`src/design/sdds_pkg.sv`:
```
package sdds_pkg;

	// One column of the LED bar: bit 6 is the top row.
	typedef logic [6:0] glyph_col_t;

	// Decimal digits of the latched distance, split for display.
	typedef struct packed {
		logic [3:0] hundreds;
		logic [3:0] tens;
		logic [3:0] units;
	} dist_digits_t;

	// Register map: register index taken from the word address.
	localparam logic REG_COLUMN_TICKS = 1'b0;
	localparam logic [15:0] COLUMN_TICKS_RESET = 16'd1191;

	// Distance conversion: floor(echo * 67 / 64000), saturated to 999.
	// Echo counts at or above this value give 1000 cm or more.
	localparam logic [31:0] DIST_SAT_ECHO = 32'd955224;
	localparam logic [9:0] DIST_MAX = 10'd999;
	// floor(q / 125) for q below 125000 as (q * 134218) >> 24.
	localparam logic [17:0] DIST_RECIP = 18'd134218;

	// First column of each glyph in the scan; every glyph is five columns wide.
	localparam int unsigned HUND_FIRST = 28;
	localparam int unsigned TENS_FIRST = 34;
	localparam int unsigned UNITS_FIRST = 40;
	localparam int unsigned LETTER_C_FIRST = 46;
	localparam int unsigned LETTER_M_FIRST = 52;
	localparam int unsigned GLYPH_WIDTH = 5;

	localparam glyph_col_t DIGIT_FONT [0:9][0:4] = '{
		'{7'h7F, 7'h41, 7'h41, 7'h41, 7'h7F},
		'{7'h00, 7'h00, 7'h00, 7'h00, 7'h7F},
		'{7'h4F, 7'h49, 7'h49, 7'h49, 7'h79},
		'{7'h49, 7'h49, 7'h49, 7'h49, 7'h7F},
		'{7'h78, 7'h08, 7'h08, 7'h08, 7'h7F},
		'{7'h79, 7'h49, 7'h49, 7'h49, 7'h4F},
		'{7'h7F, 7'h49, 7'h49, 7'h49, 7'h4F},
		'{7'h40, 7'h40, 7'h40, 7'h40, 7'h7F},
		'{7'h7F, 7'h49, 7'h49, 7'h49, 7'h7F},
		'{7'h79, 7'h49, 7'h49, 7'h49, 7'h7F}
	};
	localparam glyph_col_t LETTER_C [0:4] = '{7'h0F, 7'h09, 7'h09, 7'h09, 7'h09};
	localparam glyph_col_t LETTER_M [0:4] = '{7'h0F, 7'h08, 7'h0F, 7'h08, 7'h0F};

endpackage

```
`src/design/swing_display_distance_scanner_core.sv`:
```
// Persistence-of-vision column driver for a swinging LED bar. Every input word is one
// display tick and produces exactly one output word, in the cycle after it is taken, through
// an output register; a new word is taken every cycle while the output side keeps up, so the
// sustained rate is one word per clock. When the swing
// sensor turns active (swing_level low) the echo count is converted to centimeters,
// floor(echo * 67 / 64000) saturated to 999. When it turns inactive a scan of COLUMNS
// columns starts, each column lasting column_ticks words (0 acts as 1); the hundreds,
// tens and units digits, then "C" and "M", appear at columns 28, 34, 40, 46 and 52.
// Sensor edges are ignored during a scan. column_ticks sits at byte address 0 of the
// register port and should only be written while no words are in flight.
module swing_display_distance_scanner_core
	import sdds_pkg::*;
#(
	parameter int unsigned COLUMNS = 80
) (
	input  logic        clk,
	input  logic        arst_n,
	// Input stream.
	input  logic        s_tvalid,
	output logic        s_tready,
	input  logic [39:0] s_tdata,  // [0] swing_level, [32:1] echo_ticks, [39:33] zero
	// Output stream.
	output logic        m_tvalid,
	input  logic        m_tready,
	output logic [23:0] m_tdata,  // [6:0] led_column, [7] scanning, [17:8] distance_cm
	// Register port.
	input  logic        psel,
	input  logic        penable,
	input  logic        pwrite,
	input  logic [2:0]  paddr,
	input  logic [31:0] pwdata,
	output logic [31:0] prdata,
	output logic        pready
);

	localparam int unsigned COL_W = $clog2(COLUMNS);

	logic             active;
	logic [31:0]      echo;
	logic             in_fire;

	logic [15:0]      column_ticks_q;
	logic             prev_active_q;
	logic [9:0]       latched_q;
	logic             busy_q;
	logic [COL_W-1:0] col_q;
	logic [15:0]      tick_q;
	dist_digits_t     digits_q;

	logic             m_valid_q;
	glyph_col_t       out_led_q;
	logic             out_scan_q;
	logic [9:0]       out_dist_q;

	logic [19:0]      echo_lo;
	logic [26:0]      echo_x67;
	logic [16:0]      dist_coarse;
	logic [34:0]      dist_prod;
	logic [9:0]       dist_new;

	logic             edge_seen;
	logic             do_latch;
	logic             do_start;
	logic             busy_now;
	logic [9:0]       latched_next;
	logic [COL_W-1:0] col_cur;
	logic [15:0]      tick_cur;
	logic [16:0]      tick_inc;
	logic             col_done;
	logic             scan_done;
	glyph_col_t       led_now;

	logic [17:0]      d_x205;
	logic [15:0]      d_x41;
	logic [6:0]       d_div10;
	logic [3:0]       d_hund;
	logic [6:0]       d_tens_w;
	logic [9:0]       d_units_w;

	assign active  = ~s_tdata[0];
	assign echo    = s_tdata[32:1];
	assign s_tready = ~m_valid_q | m_tready;
	assign in_fire = s_tvalid & s_tready;

	// Register port: single register, selected by the word address.
	assign pready = 1'b1;
	assign prdata = (paddr[2] == REG_COLUMN_TICKS) ? {16'd0, column_ticks_q} : 32'd0;

	always_ff @(posedge clk or negedge arst_n) begin
		if (!arst_n) begin
			column_ticks_q <= COLUMN_TICKS_RESET;
		end else if (psel && penable && pwrite && pready && paddr[2] == REG_COLUMN_TICKS) begin
			column_ticks_q <= pwdata[15:0];
		end
	end

	// Echo to centimeters. The product by 67 is a shift-add; the divide by 64000 is a
	// shift by 9 followed by a reciprocal multiply for the remaining factor of 125.
	assign echo_lo     = echo[19:0];
	assign echo_x67    = {1'b0, echo_lo, 6'd0} + {6'd0, echo_lo, 1'b0} + {7'd0, echo_lo};
	assign dist_coarse = echo_x67[25:9];
	assign dist_prod   = {18'd0, dist_coarse} * {17'd0, DIST_RECIP};
	assign dist_new    = (echo >= DIST_SAT_ECHO) ? DIST_MAX : dist_prod[33:24];

	// Edge detection outside a scan and the scan sequencing for this word.
	assign edge_seen    = ~busy_q & (active != prev_active_q);
	assign do_latch     = edge_seen & active;
	assign do_start     = edge_seen & ~active;
	assign busy_now     = busy_q | do_start;
	assign latched_next = do_latch ? dist_new : latched_q;
	assign col_cur      = do_start ? '0 : col_q;
	assign tick_cur     = do_start ? 16'd0 : tick_q;
	assign tick_inc     = {1'b0, tick_cur} + 17'd1;
	assign col_done     = tick_inc >= {1'b0, column_ticks_q};
	assign scan_done    = col_done && col_cur == COL_W'(COLUMNS - 1);

	// Column pattern from the registered digits.
	always_comb begin
		led_now = '0;
		if (col_cur >= COL_W'(HUND_FIRST) && col_cur < COL_W'(HUND_FIRST + GLYPH_WIDTH)) begin
			led_now = DIGIT_FONT[digits_q.hundreds][3'(col_cur - COL_W'(HUND_FIRST))];
		end else if (col_cur >= COL_W'(TENS_FIRST)
				&& col_cur < COL_W'(TENS_FIRST + GLYPH_WIDTH)) begin
			led_now = DIGIT_FONT[digits_q.tens][3'(col_cur - COL_W'(TENS_FIRST))];
		end else if (col_cur >= COL_W'(UNITS_FIRST)
				&& col_cur < COL_W'(UNITS_FIRST + GLYPH_WIDTH)) begin
			led_now = DIGIT_FONT[digits_q.units][3'(col_cur - COL_W'(UNITS_FIRST))];
		end else if (col_cur >= COL_W'(LETTER_C_FIRST)
				&& col_cur < COL_W'(LETTER_C_FIRST + GLYPH_WIDTH)) begin
			led_now = LETTER_C[3'(col_cur - COL_W'(LETTER_C_FIRST))];
		end else if (col_cur >= COL_W'(LETTER_M_FIRST)
				&& col_cur < COL_W'(LETTER_M_FIRST + GLYPH_WIDTH)) begin
			led_now = LETTER_M[3'(col_cur - COL_W'(LETTER_M_FIRST))];
		end
	end

	// Scan and latch state advances once per accepted word.
	always_ff @(posedge clk or negedge arst_n) begin
		if (!arst_n) begin
			prev_active_q <= 1'b0;
			latched_q     <= '0;
			busy_q        <= 1'b0;
			col_q         <= '0;
			tick_q        <= '0;
		end else if (in_fire) begin
			if (!busy_q) begin
				prev_active_q <= active;
			end
			latched_q <= latched_next;
			if (busy_now) begin
				if (scan_done) begin
					busy_q <= 1'b0;
					col_q  <= '0;
					tick_q <= '0;
				end else if (col_done) begin
					busy_q <= 1'b1;
					col_q  <= col_cur + COL_W'(1);
					tick_q <= '0;
				end else begin
					busy_q <= 1'b1;
					col_q  <= col_cur;
					tick_q <= tick_inc[15:0];
				end
			end
		end
	end

	// Digit split of the latched distance (below 1000), registered in the cycle after the latch.
	// A scan can only start on a later word, so the digits are ready when shown.
	assign d_x205    = {8'd0, latched_q} * 18'd205;
	assign d_x41     = {6'd0, latched_q} * 16'd41;
	assign d_div10   = d_x205[17:11];
	assign d_hund    = d_x41[15:12];
	assign d_tens_w  = d_div10 - ({3'd0, d_hund} * 7'd10);
	assign d_units_w = latched_q - ({3'd0, d_div10} * 10'd10);

	always_ff @(posedge clk or negedge arst_n) begin
		if (!arst_n) begin
			digits_q <= '0;
		end else begin
			digits_q.hundreds <= d_hund;
			digits_q.tens     <= d_tens_w[3:0];
			digits_q.units    <= d_units_w[3:0];
		end
	end

	// Output register: holds a word until taken, takes a new one in the same cycle.
	always_ff @(posedge clk or negedge arst_n) begin
		if (!arst_n) begin
			m_valid_q <= 1'b0;
		end else if (s_tready) begin
			m_valid_q <= s_tvalid;
		end
	end

	always_ff @(posedge clk) begin
		if (in_fire) begin
			out_led_q  <= busy_now ? led_now : 7'd0;
			out_scan_q <= busy_now;
			out_dist_q <= latched_next;
		end
	end

	assign m_tvalid = m_valid_q;
	assign m_tdata  = {6'd0, out_dist_q, out_scan_q, out_led_q};

`ifndef SYNTHESIS
	// Column and tick counters rest at zero between scans.
	assert property (@(posedge clk) disable iff (!arst_n)
		!busy_q |-> (col_q == '0 && tick_q == 16'd0))
		else $error("scan counters not cleared while idle");

	// The column counter never runs past the last column.
	assert property (@(posedge clk) disable iff (!arst_n)
		col_q <= COL_W'(COLUMNS - 1))
		else $error("column index out of range");

	// The latched distance stays within the saturation limit.
	assert property (@(posedge clk) disable iff (!arst_n)
		latched_q <= DIST_MAX)
		else $error("latched distance above limit");

	// Digits follow the latched distance in the next cycle.
	assert property (@(posedge clk) disable iff (!arst_n)
		$stable(latched_q) |=> (10'(digits_q.hundreds) * 10'd100
			+ 10'(digits_q.tens) * 10'd10 + 10'(digits_q.units)) == $past(latched_q))
		else $error("display digits do not match latched distance");

	// A word shown outside a scan has all LEDs dark.
	assert property (@(posedge clk) disable iff (!arst_n)
		(m_valid_q && !out_scan_q) |-> out_led_q == 7'd0)
		else $error("LEDs lit outside a scan");
`endif

endmodule

```
`config.mk`:
```
export PLATFORM = sky130hd
export DESIGN_NAME = swing_display_distance_scanner_core
export DESIGN_NICKNAME = d
export VERILOG_FILES = /design/src/design/sdds_pkg.sv /design/src/design/swing_display_distance_scanner_core.sv
export SDC_FILE = /design/constraint.sdc
export NUM_CORES = 1
export LEC_CHECK = 0
export BUFFER_PORTS_ARGS = -buffer_cell sky130_fd_sc_hd__buf_2
export CAP_MARGIN = 20
export CORE_ASPECT_RATIO = 0.9
export CORE_UTILIZATION = 46
export CTS_CLUSTER_SIZE = 20
export DETAILED_ROUTE_END_ITERATION = 16
export GPL_TIMING_DRIVEN = 0
export PLACE_DENSITY = 0.65
export SYNTH_ARGS = -nofsm -noshare
export SYNTH_HDL_FRONTEND = slang
export SYNTH_SLANG_ARGS = --single-unit
```
`constraint.sdc`:
```
create_clock -name clk -period 12.5 [get_ports clk]
set_input_delay 2.5 -clock clk [delete_from_list [all_inputs] [get_ports clk]]
set_output_delay 2.5 -clock clk [all_outputs]
set_load 0.005 [all_outputs]
```
==> key figures <==
Run status
  – Status: completed

Finish
  – Most frequent cells in the layout: ha_1 (275), inv_1 (220), buf_2 (92), nand2_1 (89), fa_1 (79)
  – Commonest non-fill, non-tap cell in the layout: ha_1
  – Area of the multi-input gates: 8840 um2
  – Fraction of layout instances using a drive strength above 1: 0.119
  – Fin nets: 1,874
  – Fillers: 2,416
  – Register Area: 2090 um2
  – ANT cells: 0
  – Syn-to-layout area delta: 10.7%
  – Final std cells w/o fill: 1,785
  – Final Cell Area: 13,200 um2

Synthesis
  – Synth Area in Simple Gates: 0.121
  – Largest family of logic cells by synthesized area: adder cells
  – Seq/Total Area, Yosys: 0.175
  – Post-synth EDFFs: 16
  – Synth cell types: 80
  – Synth Register Bits: 80
  – Yosys warns: 0
  – Post-Synth XOR/XNOR Area: 0.0378
  – Post-Syn Instances: 1,315
  – Post-synthesis cell area: 12,000 um2
  – Post-synth ARST share: 0.800
  – Syn avg cell area: 9.10 um2
  – Synth Area in Compound Gates: 0.138
  – Adder-cell share of the synthesized area: 0.420
  – Ys flop type: dfrtp_1
  – Post-synthesis mux area share: 0.0159

Timing
  – Fin crit period: between 10 and 15 ns
  – Worst slew pin tran: 1.04 ns
  – Setup violations, final: 0
  – Max Slew Vio Count: 0
  – Period utilization: 0.895
  – Fmax achieved: 0.0894 GHz
  – Setup TNS: 0 ns
  – Relative slew margins: 0.305
  – Unrepaired setup endpoints after global routing: no
  – Hold Fails Final Rpt: 0
  – Final Skew: about 0.0096 ns
  – Hold_ws: 0.505 ns

Clock network
  – Hold_buf cts: 0
  – CTS Sinks: 80
  – Clock slew at reported path FFs: 0.07 ns
  – Worst skew pair latency: 0.34 ns
  – CTS resizes: 0
  – Max H-tree Level: 3
  – Root buffer cell: clkbuf_16
  – CTS tree: done
  – Post-CTS Setup Bufs: 0
  – Clk buf depth: 2
  – TritonCTS Buffers: 9

Global routing
  – Vias in the first global route: 8,897
  – Initial antenna violation count: 0
  – Largest net degree at the start of global routing: 65
  – First-pass GRT wire length: 43,900 um
  – Gr ovfl total: 0
  – GRT Overall Usage: 0.205

Worst hold path
  – HP Start: column_ticks_q[3]$_DFFE_PN0P_
  – Hold Crit Depth: 1
  – Worst min-delay path category: flip-flop to flip-flop
  – Hold Path End: column_ticks_q[3]$_DFFE_PN0P_

Worst setup path
  – Crit path kind: primary input to flip-flop
  – Req. time, crit path: 12.55 ns
  – Setup crit end kind: flip-flop
  – CP Launch Type: primary input
  – Most frequent CP cell: fa_1
  – Slowest CP cell: xnor2_1
  – R2r setup slk: 6.83 ns
  – Max incr delay on CP: a little under 0.8 ns
  – Crit path max-delay family: adder cells
  – Reg2reg end: digits_q[7]$_DFF_PN0_
  – Worst r2r src: latched_q[3]$_DFFE_PN0P_
  – R2R cell count: 20
  – CP bufs+invs: 6
  – CP Max Fanout: 9
  – Arr. time, crit path: 11.24 ns

Place
  – Dpl hpwl: around 22,000 um
  – I/O Buffers: 91
  – Gp weighted congestion: 0.875
  – Placed Instances: ~1,800
  – Placed instance area: 12,900 um2

Detailed routing
  – Drt via density: 5.28
  – DR pass1 iterations: 5
  – WL final: 26,200 um
  – DRT antenna net count: 0
  – DRT iter0 DRCs: 585
  – Drt drc: 0
  – Drt wl/cell: ~15 um
  – Vias: 9,433

Run
  – Max-cap viol count: 0

Floorplanning
  – Row count: 55
  – Die X: 172 um
  – Initial core utilization: 0.472
  – Ports: 141
  – Die height: 155 um
  – Core region area: 25,300 um2
  – Die ar.: 26,700 um2
[state kept, by name, summed over array words and instances (netlist names)]
register and flops:
busy_q 1, col_q 7, column_ticks_q 16, digits_q 12, latched_q 10, m_tvalid 1
out_dist_q 10, out_led_q 5, out_scan_q 1, prev_active_q 1, tick_q 16
[worst reg2reg max path, delay by kind of cell, from the launching register on]
kind | cells | cell delay [ns]
AOI/OAI and AO/OA | 3 | 0.42
and+or+nand+nor | 2 | 0.46
buffers and inverters | 2 | 0.11
xor gates and xnor gates | 6 | 1.07
adders and majority gates | 7 | 2.88
DFF | 1 | 0.57
[how the worst max path moves through the flow]
stage                    start                      end  slack (ns)  cells after the start
floorplan           s_tdata[1]  out_dist_q[4]$_DFFE_PP_        2.56                     29
global placement    s_tdata[4]  out_dist_q[5]$_DFFE_PP_        1.16                     29
detailed placement  s_tdata[4]  out_dist_q[5]$_DFFE_PP_        1.04                     29
CTS                 s_tdata[4]  out_dist_q[5]$_DFFE_PP_        1.41                     29
global route        s_tdata[4]  out_dist_q[5]$_DFFE_PP_        0.87                     29
finish              s_tdata[4]  out_dist_q[5]$_DFFE_PP_        1.32                     29
[cells in the mapped netlist (7+ instances only)]
cell,n,area (um2)
a211oi_1,13,97.6
a21o_1,14,105
a21oi_1,58,290
a31oi_1,15,93.8
and2_1,10,62.6
buf_4,26,195
clkbuf_1,20,75.1
dfrtp_1,58,1450
edfxtp_1,16,480
fa_1,79,1580
ha_1,275,3440
inv_1,220,826
mux2_2,16,180
nand2_1,89,334
nand3_1,30,150
nand4_1,12,75.1
nor2_1,65,244
nor2b_1,7,43.8
nor3_1,26,130
nor4_1,8,50.1
o211ai_1,7,52.6
o21ai_0,55,275
o21bai_1,8,60.1
o22ai_1,10,62.6
or3_1,9,56.3
xnor2_1,28,245
xor2_1,21,184
[cell families (layout without fill, tap and decap cells)]
kind of cell | after synthesis | after routing
AND/OR/NAND/NOR | 295 | 295
XOR/XNOR | 50 | 50
AO/OA/AOI/OAI | 248 | 248
adder cells (fa/ha/maj) | 354 | 354
multiplexers | 17 | 17
buffers and inverters | 269 | 376
flip-flops | 80 | 80
other | 2 | 23
[stage by stage]
step	util	worst slack, ns
2_1_floorplan	-	2.56
3_3_place_gp	0.510	1.16
3_5_place_dp	0.511	1.04
4_1_cts	0.523	1.41
5_1_grt	0.523	0.868
6_report	0.523	1.32
[metal layers]
| layer | vias to the layer above | global-route usage | wire [um] |
|---|---|---|---|
| met3 | 6 | 0.0267 | 962 |
| li1 | 4757 | - | - |
| met2 | 188 | 0.313 | 11300 |
| met4 | 0 | 0.0228 | 70 |
| met5 | - | 0 | 0 |
| met1 | 4482 | 0.314 | 13800 |
[cell type report]
class / instances / share of cell area
sequential: 80 / 0.158
multi-input combinational: 987 / 0.668
tap: 342 / 0.0323
inverter: 220 / 0.0623
clock inverter: 4 / 0.00387
timing repair buffer: 91 / 0.0346
clock buffer: 12 / 0.0201
buffer: 49 / 0.0214
Power is left out: the tool's default activity adds up to more than one toggle a clock period on the data nets, which glitch-free logic cannot reach.
